## src/assert_macros.svh

```systemverilog
// Assertion helpers, shared by every file that asserts
`ifndef ASSERT_MACROS_SVH
`define ASSERT_MACROS_SVH

// cons must hold in the same cycle as ante
`define ASSERT_SAME(label, clk, rst, ante, cons) \
   label: assert property (@(posedge clk) disable iff (rst) (ante) |-> (cons)) \
      else $error("assertion failed");

// cons must hold in the cycle after ante
`define ASSERT_NEXT(label, clk, rst, ante, cons) \
   label: assert property (@(posedge clk) disable iff (rst) (ante) |=> (cons)) \
      else $error("assertion failed");

`endif

```

## src/rrmqm_pkg.sv

```systemverilog
package rrmqm_pkg;

   localparam logic CMD_SEND = 1'b0;
   localparam logic CMD_RECV = 1'b1;

   typedef enum logic [2:0] {
      ST_IDLE,
      ST_CHECK,
      ST_SCAN,
      ST_LOOKUP,
      ST_SEND,
      ST_RECV,
      ST_ENTRY
   } state_type;

   typedef enum logic [1:0] {
      RSP_NONE,
      RSP_ZERO,
      RSP_SEND,
      RSP_RECV
   } rsp_sel_type;

   typedef struct packed {
      logic        load;
      logic        scan_step;
      logic        q_from_req;
      logic        q_from_scan;
      logic        send_commit;
      logic        recv_commit;
      rsp_sel_type rsp_sel;
   } cmd_type;

   typedef struct packed {
      logic in_range;
      logic is_recv;
      logic hit;
      logic scan_last;
      logic full;
   } status_type;

endpackage

```

## src/rrmqm_ram.sv

```systemverilog
module rrmqm_ram #(
   parameter int WIDTH = 8,
   parameter int DEPTH = 16
) (
   input  logic                     clock,
   input  logic                     we,
   input  logic [$clog2(DEPTH)-1:0] waddr,
   input  logic [WIDTH-1:0]         wdata,
   input  logic [$clog2(DEPTH)-1:0] raddr,
   output logic [WIDTH-1:0]         rdata
);

   logic [WIDTH-1:0] mem_ff [DEPTH];
   logic [WIDTH-1:0] rdata_ff;

   always_ff @(posedge clock) begin
      if (we) begin
         mem_ff[waddr] <= wdata;
      end
      rdata_ff <= mem_ff[raddr];
   end

   assign rdata = rdata_ff;

endmodule

```

## src/rrmqm_ctrl.sv

```systemverilog
module rrmqm_ctrl (
   input  logic                    clock,
   input  logic                    reset,
   input  logic                    start,
   output logic                    busy,
   input  rrmqm_pkg::status_type   status,
   output rrmqm_pkg::cmd_type      cmd
);

   import rrmqm_pkg::*;

   state_type state_ff;
   state_type state_in;

   always_ff @(posedge clock) begin
      if (reset) begin
         state_ff <= ST_IDLE;
      end else begin
         state_ff <= state_in;
      end
   end

   always_comb begin
      state_in = state_ff;
      cmd      = '0;
      cmd.rsp_sel = RSP_NONE;
      busy     = 1'b1;
      case (state_ff)
         ST_IDLE: begin
            busy = 1'b0;
            if (start) begin
               cmd.load = 1'b1;
               state_in = ST_CHECK;
            end
         end
         ST_CHECK: begin
            if (!status.in_range) begin
               cmd.rsp_sel = RSP_ZERO;
               state_in    = ST_IDLE;
            end else if (status.is_recv) begin
               state_in = ST_SCAN;
            end else begin
               cmd.q_from_req = 1'b1;
               state_in       = ST_LOOKUP;
            end
         end
         ST_SCAN: begin
            if (status.hit) begin
               cmd.q_from_scan = 1'b1;
               state_in        = ST_LOOKUP;
            end else if (status.scan_last) begin
               cmd.rsp_sel = RSP_ZERO;
               state_in    = ST_IDLE;
            end else begin
               cmd.scan_step = 1'b1;
            end
         end
         ST_LOOKUP: begin
            state_in = status.is_recv ? ST_RECV : ST_SEND;
         end
         ST_SEND: begin
            cmd.send_commit = !status.full;
            cmd.rsp_sel     = RSP_SEND;
            state_in        = ST_IDLE;
         end
         ST_RECV: begin
            cmd.recv_commit = 1'b1;
            state_in        = ST_ENTRY;
         end
         ST_ENTRY: begin
            cmd.rsp_sel = RSP_RECV;
            state_in    = ST_IDLE;
         end
         default: begin
            state_in = ST_IDLE;
         end
      endcase
   end

endmodule

```

## src/rrmqm_dp.sv

```systemverilog
module rrmqm_dp #(
   parameter int NODES      = 4,
   parameter int FIFO_DEPTH = 16,
   parameter int ROUND_BITS = 8
) (
   input  logic                  clock,
   input  logic                  reset,
   input  rrmqm_pkg::cmd_type    cmd,
   output rrmqm_pkg::status_type status,
   input  logic                  req_command,
   input  logic [1:0]            req_sender,
   input  logic [1:0]            req_receiver,
   input  logic [1:0]            req_msg_type,
   input  logic [7:0]            req_msg_round,
   input  logic signed [1:0]     req_msg_value,
   input  logic                  req_msg_valid,
   output logic                  rsp_strobe,
   output logic                  rsp_accepted,
   output logic                  rsp_found,
   output logic [1:0]            rsp_out_sender,
   output logic [1:0]            rsp_out_type,
   output logic [7:0]            rsp_out_round,
   output logic signed [1:0]     rsp_out_value,
   output logic                  rsp_out_valid,
   output logic [4:0]            rsp_queue_fill
);

   import rrmqm_pkg::*;
   `include "assert_macros.svh"

   localparam int QUEUES = NODES * NODES;
   localparam int NW     = $clog2(NODES);
   localparam int QW     = $clog2(QUEUES);
   localparam int PW     = $clog2(FIFO_DEPTH);
   localparam int FW     = $clog2(FIFO_DEPTH + 1);
   localparam int AW     = $clog2(QUEUES * FIFO_DEPTH);
   localparam int RSW    = (ROUND_BITS < 8) ? ROUND_BITS : 8;
   localparam int EW     = 5 + RSW;
   localparam int QSW    = 2 * PW + FW;

   function automatic logic [QW-1:0] qidx(input logic [NW-1:0] s, input logic [NW-1:0] r);
      qidx = QW'(32'(s) * NODES + 32'(r));
   endfunction

   function automatic logic [PW-1:0] ptr_inc(input logic [PW-1:0] p);
      ptr_inc = (p == PW'(FIFO_DEPTH - 1)) ? '0 : p + 1'b1;
   endfunction

   function automatic logic [4:0] fill5(input logic [FW-1:0] f);
      logic [31:0] w;
      w = 32'(f);
      fill5 = w[4:0];
   endfunction

   // latched request
   logic            cmd_ff;
   logic [NW-1:0]   snd_ff;
   logic [NW-1:0]   rcv_ff;
   logic [1:0]      type_ff;
   logic [RSW-1:0]  round_ff;
   logic [1:0]      value_ff;
   logic            msg_valid_ff;
   logic            in_range_ff;

   // scan and queue selection
   logic [NW-1:0]   cnt_ff;
   logic [NW-1:0]   start_ff;
   logic [NW-1:0]   who_ff;
   logic [QW-1:0]   q_ff;
   logic [FW-1:0]   fill_new_ff;
   logic [QUEUES-1:0] nonempty_ff;
   logic [QUEUES-1:0] touched_ff;

   // response
   logic            strobe_ff;
   logic            accepted_ff;
   logic            found_ff;
   logic [1:0]      sender_ff;
   logic [1:0]      type_out_ff;
   logic [7:0]      round_out_ff;
   logic [1:0]      value_out_ff;
   logic            valid_out_ff;
   logic [4:0]      fill_out_ff;

   logic [NW:0]     who_sum;
   logic [NW-1:0]   scan_who;
   logic [QSW-1:0]  qs_rdata;
   logic [QSW-1:0]  qs_cur;
   logic [QSW-1:0]  qs_wdata;
   logic [PW-1:0]   rp_cur;
   logic [PW-1:0]   wp_cur;
   logic [FW-1:0]   fill_cur;
   logic            full;
   logic [AW-1:0]   ent_waddr;
   logic [AW-1:0]   ent_raddr;
   logic [EW-1:0]   ent_wdata;
   logic [EW-1:0]   ent_rdata;

   always_comb begin
      who_sum = (NW + 1)'(start_ff) + (NW + 1)'(cnt_ff);
      if (who_sum >= (NW + 1)'(NODES)) begin
         who_sum = who_sum - (NW + 1)'(NODES);
      end
      scan_who = who_sum[NW-1:0];
   end

   // a queue never written reads as all zero
   assign qs_cur   = touched_ff[q_ff] ? qs_rdata : '0;
   assign rp_cur   = qs_cur[QSW-1 -: PW];
   assign wp_cur   = qs_cur[FW +: PW];
   assign fill_cur = qs_cur[FW-1:0];
   assign full     = (fill_cur == FW'(FIFO_DEPTH));

   assign qs_wdata = cmd.send_commit ? {rp_cur, ptr_inc(wp_cur), fill_cur + 1'b1}
                                     : {ptr_inc(rp_cur), wp_cur, fill_cur - 1'b1};

   assign ent_waddr = AW'(32'(q_ff) * FIFO_DEPTH + 32'(wp_cur));
   assign ent_raddr = AW'(32'(q_ff) * FIFO_DEPTH + 32'(rp_cur));
   assign ent_wdata = {round_ff, type_ff, value_ff, msg_valid_ff};

   assign status.in_range  = in_range_ff;
   assign status.is_recv   = (cmd_ff == CMD_RECV);
   assign status.hit       = nonempty_ff[qidx(scan_who, rcv_ff)];
   assign status.scan_last = (cnt_ff == NW'(NODES - 1));
   assign status.full      = full;

   rrmqm_ram #(
      .WIDTH (QSW),
      .DEPTH (QUEUES)
   ) u_qstate (
      .clock (clock),
      .we    (cmd.send_commit | cmd.recv_commit),
      .waddr (q_ff),
      .wdata (qs_wdata),
      .raddr (q_ff),
      .rdata (qs_rdata)
   );

   rrmqm_ram #(
      .WIDTH (EW),
      .DEPTH (QUEUES * FIFO_DEPTH)
   ) u_entries (
      .clock (clock),
      .we    (cmd.send_commit),
      .waddr (ent_waddr),
      .wdata (ent_wdata),
      .raddr (ent_raddr),
      .rdata (ent_rdata)
   );

   always_ff @(posedge clock) begin
      if (cmd.load) begin
         cmd_ff       <= req_command;
         snd_ff       <= NW'(32'(req_sender));
         rcv_ff       <= NW'(32'(req_receiver));
         type_ff      <= req_msg_type;
         round_ff     <= req_msg_round[RSW-1:0];
         value_ff     <= req_msg_value;
         msg_valid_ff <= req_msg_valid;
         in_range_ff  <= (32'(req_receiver) < NODES) &&
                         ((req_command == CMD_RECV) || (32'(req_sender) < NODES));
         cnt_ff       <= '0;
      end else if (cmd.scan_step) begin
         cnt_ff <= cnt_ff + 1'b1;
      end
      if (cmd.q_from_req) begin
         q_ff <= qidx(snd_ff, rcv_ff);
      end
      if (cmd.q_from_scan) begin
         q_ff   <= qidx(scan_who, rcv_ff);
         who_ff <= scan_who;
      end
      if (cmd.recv_commit) begin
         fill_new_ff <= fill_cur - 1'b1;
      end
   end

   always_ff @(posedge clock) begin
      if (reset) begin
         start_ff    <= '0;
         nonempty_ff <= '0;
         touched_ff  <= '0;
      end else begin
         if (cmd.send_commit) begin
            nonempty_ff[q_ff] <= 1'b1;
            touched_ff[q_ff]  <= 1'b1;
         end
         if (cmd.recv_commit) begin
            nonempty_ff[q_ff] <= (fill_cur != FW'(1));
            touched_ff[q_ff]  <= 1'b1;
            start_ff          <= (who_ff == NW'(NODES - 1)) ? '0 : who_ff + 1'b1;
         end
      end
   end

   always_ff @(posedge clock) begin
      if (reset) begin
         strobe_ff <= 1'b0;
      end else begin
         strobe_ff <= (cmd.rsp_sel != RSP_NONE);
      end
   end

   always_ff @(posedge clock) begin
      case (cmd.rsp_sel)
         RSP_ZERO: begin
            accepted_ff  <= 1'b0;
            found_ff     <= 1'b0;
            sender_ff    <= '0;
            type_out_ff  <= '0;
            round_out_ff <= '0;
            value_out_ff <= '0;
            valid_out_ff <= 1'b0;
            fill_out_ff  <= '0;
         end
         RSP_SEND: begin
            accepted_ff  <= !full;
            found_ff     <= 1'b0;
            sender_ff    <= '0;
            type_out_ff  <= '0;
            round_out_ff <= '0;
            value_out_ff <= '0;
            valid_out_ff <= 1'b0;
            fill_out_ff  <= full ? fill5(fill_cur) : fill5(fill_cur + 1'b1);
         end
         RSP_RECV: begin
            accepted_ff  <= 1'b0;
            found_ff     <= 1'b1;
            sender_ff    <= 2'(32'(who_ff));
            type_out_ff  <= ent_rdata[4:3];
            round_out_ff <= 8'(ent_rdata[EW-1:5]);
            value_out_ff <= ent_rdata[2:1];
            valid_out_ff <= ent_rdata[0];
            fill_out_ff  <= fill5(fill_new_ff);
         end
         default: begin
         end
      endcase
   end

   assign rsp_strobe     = strobe_ff;
   assign rsp_accepted   = accepted_ff;
   assign rsp_found      = found_ff;
   assign rsp_out_sender = sender_ff;
   assign rsp_out_type   = type_out_ff;
   assign rsp_out_round  = round_out_ff;
   assign rsp_out_value  = value_out_ff;
   assign rsp_out_valid  = valid_out_ff;
   assign rsp_queue_fill = fill_out_ff;

   `ASSERT_SAME(a_no_overfill, clock, reset, cmd.send_commit, !full)
   `ASSERT_SAME(a_pop_nonempty, clock, reset, cmd.recv_commit, fill_cur != '0)
   `ASSERT_SAME(a_flag_matches_fill, clock, reset, cmd.recv_commit, nonempty_ff[q_ff])
   `ASSERT_SAME(a_rsp_exclusive, clock, reset, rsp_strobe, !(rsp_found && rsp_accepted))

endmodule

```

## src/round_robin_message_queue_mesh.sv

```systemverilog
// channel   | handshake          | ports
// ----------+--------------------+-------------------------------------------
// request   | start && !busy     | req_command, req_sender .. req_msg_valid
// response  | rsp_strobe (1 cyc) | rsp_accepted, rsp_found .. rsp_queue_fill
//
// One command at a time; the sequencer steps through the queue-state RAM and
// the message RAM, both with registered reads. Busy spans CHECK, then LOOKUP, SEND
// for a send, SCAN (1..NODES senders probed), LOOKUP, RECV, ENTRY for a pop, a full
// SCAN for a receive finding nothing, no more if out of range. The response strobes
// in the first cycle with busy low, when a new command may be taken.
// Synchronous reset clears control, flags and scan start; the receiver cannot stall.
module round_robin_message_queue_mesh #(
   parameter int NODES      = 4,
   parameter int FIFO_DEPTH = 16,
   parameter int ROUND_BITS = 8
) (
   input  logic              clock,
   input  logic              reset,
   input  logic              start,
   output logic              busy,
   input  logic              req_command,
   input  logic [1:0]        req_sender,
   input  logic [1:0]        req_receiver,
   input  logic [1:0]        req_msg_type,
   input  logic [7:0]        req_msg_round,
   input  logic signed [1:0] req_msg_value,
   input  logic              req_msg_valid,
   output logic              rsp_strobe,
   output logic              rsp_accepted,
   output logic              rsp_found,
   output logic [1:0]        rsp_out_sender,
   output logic [1:0]        rsp_out_type,
   output logic [7:0]        rsp_out_round,
   output logic signed [1:0] rsp_out_value,
   output logic              rsp_out_valid,
   output logic [4:0]        rsp_queue_fill
);

   import rrmqm_pkg::*;

   cmd_type    cmd;
   status_type status;

   rrmqm_ctrl u_ctrl (
      .clock  (clock),
      .reset  (reset),
      .start  (start),
      .busy   (busy),
      .status (status),
      .cmd    (cmd)
   );

   rrmqm_dp #(
      .NODES      (NODES),
      .FIFO_DEPTH (FIFO_DEPTH),
      .ROUND_BITS (ROUND_BITS)
   ) u_dp (
      .clock          (clock),
      .reset          (reset),
      .cmd            (cmd),
      .status         (status),
      .req_command    (req_command),
      .req_sender     (req_sender),
      .req_receiver   (req_receiver),
      .req_msg_type   (req_msg_type),
      .req_msg_round  (req_msg_round),
      .req_msg_value  (req_msg_value),
      .req_msg_valid  (req_msg_valid),
      .rsp_strobe     (rsp_strobe),
      .rsp_accepted   (rsp_accepted),
      .rsp_found      (rsp_found),
      .rsp_out_sender (rsp_out_sender),
      .rsp_out_type   (rsp_out_type),
      .rsp_out_round  (rsp_out_round),
      .rsp_out_value  (rsp_out_value),
      .rsp_out_valid  (rsp_out_valid),
      .rsp_queue_fill (rsp_queue_fill)
   );

endmodule

```

## config.mk

```make
export PLATFORM = sky130hd
export DESIGN_NAME = round_robin_message_queue_mesh
export DESIGN_NICKNAME = d
export VERILOG_FILES = /design/src/rrmqm_pkg.sv /design/src/rrmqm_ram.sv /design/src/rrmqm_ctrl.sv /design/src/rrmqm_dp.sv /design/src/round_robin_message_queue_mesh.sv
export VERILOG_INCLUDE_DIRS = /design/src /design/src/src
export SDC_FILE = /design/constraint.sdc
export NUM_CORES = 2
export LEC_CHECK = 0
export ABC_AREA = 1
export BUFFER_PORTS_ARGS = -buffer_cell sky130_fd_sc_hd__buf_2
export CORE_ASPECT_RATIO = 1.25
export CORE_UTILIZATION = 35
export CTS_CLUSTER_SIZE = 20
export DETAILED_ROUTE_END_ITERATION = 10
export PLACE_DENSITY = 0.53
export SYNTH_ARGS = -nofsm -noshare
export SYNTH_HDL_FRONTEND = slang
export SYNTH_SLANG_ARGS = --single-unit
```

## constraint.sdc

```tcl
create_clock -name clock -period 5.1 [get_ports clock]
set_clock_uncertainty 0.15 [all_clocks]
set_input_delay 0.51 -clock clock [delete_from_list [all_inputs] [get_ports clock]]
set_output_delay 0.51 -clock clock [all_outputs]
set_load 0.05 [all_outputs]
```

==> impl_metrics.json <==
{
  "status": "completed",
  "cp_cell_sequence": "inv_2, nand2_1, nand2_1, nand2_1, nand2_1, nand2_1, nand2_2, nor2_4, nor2_1, inv_1, ha_1, inv_1, nor2_2, inv_2, nor2_4, inv_2, nand2_2, inv_2, buf_4, nand2_2, nor2_1",
  "hpwl_microns": 278000,
  "async_flop_share_pct": 0,
  "final_area_sq_mm": 0.175,
  "cp.arrival_ps": 5380,
  "initial_utilization_pct": 35.3,
  "portBuffers": 44,
  "crit_path_start_kind": "flop",
  "setup_viol": 0,
  "drive_gt1_share_pct": 11.0,
  "p_clk_share_pct": 37.5,
  "register_area_sq_mm": 0.109,
  "max_slew.worst_pin.slew_ps": 1350,
  "cts.clk_slew.worst_paths_ps": 60,
  "gp_congestion": 0.853,
  "avgViaCountPerCell": 5.10,
  "synth_top_cell_by_area": "edfxtp_1",
  "maxSlewViolCount": 0,
  "die_w_microns": 595,
  "cts_root_buf": "clkbuf_16",
  "yosysSeqAreaShare_pct": 70.8,
  "final_nets": 13778,
  "power_frac_seq_pct": 49.9,
  "htreeDepth": 5,
  "ios": 45,
  "placed_area_sq_mm": 0.164,
  "clkSinkCount": 3653,
  "crit_path_end_kind": "flop",
  "fp.dieH_microns": 744,
  "rows": 271,
  "timing.hold.ws_ps": 138,
  "combPwrFrac_pct": 12.5,
  "cp_max_fo": 15,
  "synth_warnings": 0,
  "yosys-top-cells-count": "edfxtp_1, nand3_1, nand2_1, inv_1, nor2_1",
  "antenna_found_initial": 21,
  "r2r.worst_path.cells": 21,
  "crit_slowest_cell": "nor2_1",
  "synth_top_cell_area_share_pct": 70.0,
  "cpPeakStageDelay_ps": 960,
  "p_int_w": 0.0512,
  "fillers": 41532,
  "synth_cells": 13608,
  "synth_area_leaders": "edfxtp_1, nand3_1, nand2_1",
  "synth-edff-count": 3587,
  "synth_cell_types": 36,
  "syn_nets": 13640,
  "multi_input_area_sq_mm": 0.0346,
  "criticalPathCategory": "flop to flop",
  "switching_share_pct": 27.1,
  "fin_crit_sh_pct": 97.9,
  "drc": 0,
  "first_pass_iters": 6,
  "core_sq_mm": 0.437,
  "grt_pass1_vias": 96597,
  "wl_per_cell_microns": 24.1,
  "p_switching_w": 0.0190,
  "synth.most_common_cell": "edfxtp_1",
  "route.vias.total": 100819,
  "cap_violations": 0,
  "ys_ff_latch": 3653,
  "max_freq_mhz": 200,
  "cts_made_buffers": 357,
  "ant_nets": 0,
  "clockBufferDepth": 4,
  "slew_headroom_pct": 9.93,
  "grt_max_degree": 173,
  "overflow": 0,
  "powerDensity_mw_per_mm2": 401,
  "ir_drop_v": 0.000497,
  "p_total_w": 0.0702,
  "drt_iter0_markers": 9688,
  "required_ps": 5490,
  "grt_usage_pct": 21.0,
  "grt_pass1_wl_microns": 686000,
  "period_needed_ps": 4990,
  "hold_violations": 0,
  "area_growth_pct": 13.8,
  "synthFlopType": "edfxtp_1",
  "syn-cell-area_sq_mm": 0.154,
  "crit_top_cell": "nand2_1",
  "die_area_sq_mm": 0.443,
  "clock_latency_ps": 930,
  "min_path_type": "primary input to flop",
  "cts_tree": "built",
  "grt_setup_unrepaired": "yes",
  "syn_avg_cell_area_sq_um": 11.3,
  "whs_path_depth": 2,
  "routed_wl_microns": 476000,
  "p_leak_nw": 67.4
}
[cells in the final DEF, fill, tap and decap left out, types with 3 or more instances in the layout]
cell type / Yosys / routed
inv_8: 0 / 3
o211ai_1: 20 / 20
diode_2: 0 / 6
xor2_1: 11 / 11
nand3_1: 2235 / 2234
o31ai_1: 3 / 3
nor2_4: 4 / 8
a21oi_1: 57 / 57
nor2_1: 1407 / 1379
clkbuf_16: 0 / 366
buf_4: 28 / 437
edfxtp_1: 3587 / 3587
nor3_1: 5 / 5
inv_6: 0 / 10
inv_2: 9 / 7
clkinv_1: 2 / 80
clkbuf_1: 425 / 74
o2111ai_1: 364 / 364
dfxtp_1: 66 / 64
o21ai_0: 493 / 493
a22oi_1: 104 / 104
dlygate4sd3_1: 0 / 21
buf_2: 334 / 44
ha_1: 11 / 11
bufinv_16: 0 / 29
clkinv_2: 0 / 54
inv_1: 1789 / 1788
or4_1: 13 / 13
nor2_2: 1 / 25
nand2_4: 1 / 7
nand2_1: 2193 / 2174
buf_12: 0 / 125
clkinv_8: 0 / 3
clkbuf_8: 0 / 13
or2_2: 364 / 364
nand2_2: 13 / 24
clkinvlp_4: 0 / 15
[metrics by stage]
step / util, % / TNS (ps) / instances / worst slack, ps
detailed placement: 37.5 / 0 / 19099 / 34.3
floorplan: - / 0 / 13608 / 904
global route: 40.1 / -14410 / 19767 / -187
CTS: 40.1 / 0 / 19766 / 32.8
global placement: 37.5 / -273 / 19099 / -21.5
finish: 40.1 / 0 / 19772 / 106
[state kept, by name, indices dropped and copies added, names as in the netlist, 3 cells and up]
signal	flops
u_dp.rsp_queue_fill	5
u_dp.fill_new_ff	5
u_dp.round_ff	8
u_dp.u_qstate.mem_ff	208
u_dp.nonempty_ff	16
u_dp.u_qstate.rdata	13
u_dp.touched_ff	16
u_dp.u_entries.rdata	13
u_dp.rsp_out_round	8
u_dp.u_entries.mem_ff	3328
u_dp.q_ff	4
u_ctrl.state_ff	3
[power by group through the flow]
stage | Combinational [W] | Sequential [W] | Clock (W)
4_1_cts | 0.00879 | 0.0350 | 0.0268
3_5_place_dp | 0.00878 | 0.0357 | 0
6_report | 0.00880 | 0.0351 | 0.0264
2_1_floorplan | 0.00365 | 0.0366 | 0
5_1_grt | 0.00925 | 0.0351 | 0.0278
3_3_place_gp | 0.00872 | 0.0357 | 0
[final timing paths]
kind                       from                        endpoint  slack (ps)
min               req_sender[1]                  u_dp.snd_ff[1]         140
max                u_dp.q_ff[0]  u_dp.u_entries.mem_ff[230][10]         110
min reg2reg  u_dp.touched_ff[7]              u_dp.touched_ff[7]         330
max reg2reg        u_dp.q_ff[0]  u_dp.u_entries.mem_ff[230][10]         110
[cell families (layout without fill, tap and decap cells)]
group / after synthesis / in the layout / share of synthesized area, %
buffers and inverters: 2648 / 3073 / 6.80
XOR/XNOR: 11 / 11 / 0.0626
other: 0 / 6 / 0
adder cells (fa/ha/maj): 11 / 11 / 0.0894
flip-flops: 3653 / 3653 / 70.8
AO/OA/AOI/OAI: 1047 / 1047 / 4.52
AND/OR/NAND/NOR: 6238 / 6238 / 17.7
[layer usage]
layer	share of wire [%]	up-vias	track usage [%]
li1	-	46751	-
met1	42	50035	27.5
met2	49	3310	35.5
met3	6.2	715	2.87
met4	3.7	8	7.45
met5	0.014	-	0
[timing repair]
| item | 4_1_cts | 5_1_grt |
|---|---|---|
| hold buffers | 21 | 0 |
| endpoints found under the setup margin | 0 | 169 |
| hold endpoints to repair | 29 | 0 |
| resized for setup | 0 | 4 |
| buffers inserted | 0 | 0 |
[critical path: cells and delay by family (launching register included)]
family	cells	cell delay [ps]
buf+inv	7	1510
simple gates	13	2210
fa+ha+maj	1	200
flops	1	490
[cell type report]
class / instances / area share [%]
diodes: 6 / 0.00857
multi-input cells: 7307 / 19.8
repair buffers: 627 / 3.55
well taps: 5733 / 4.09
flip-flops and latches: 3653 / 62.2
clock inverters: 193 / 0.984
inverters: 1800 / 3.87
clock buffers: 453 / 5.49
No activity file was read; power rests on OpenSTA's default activity.
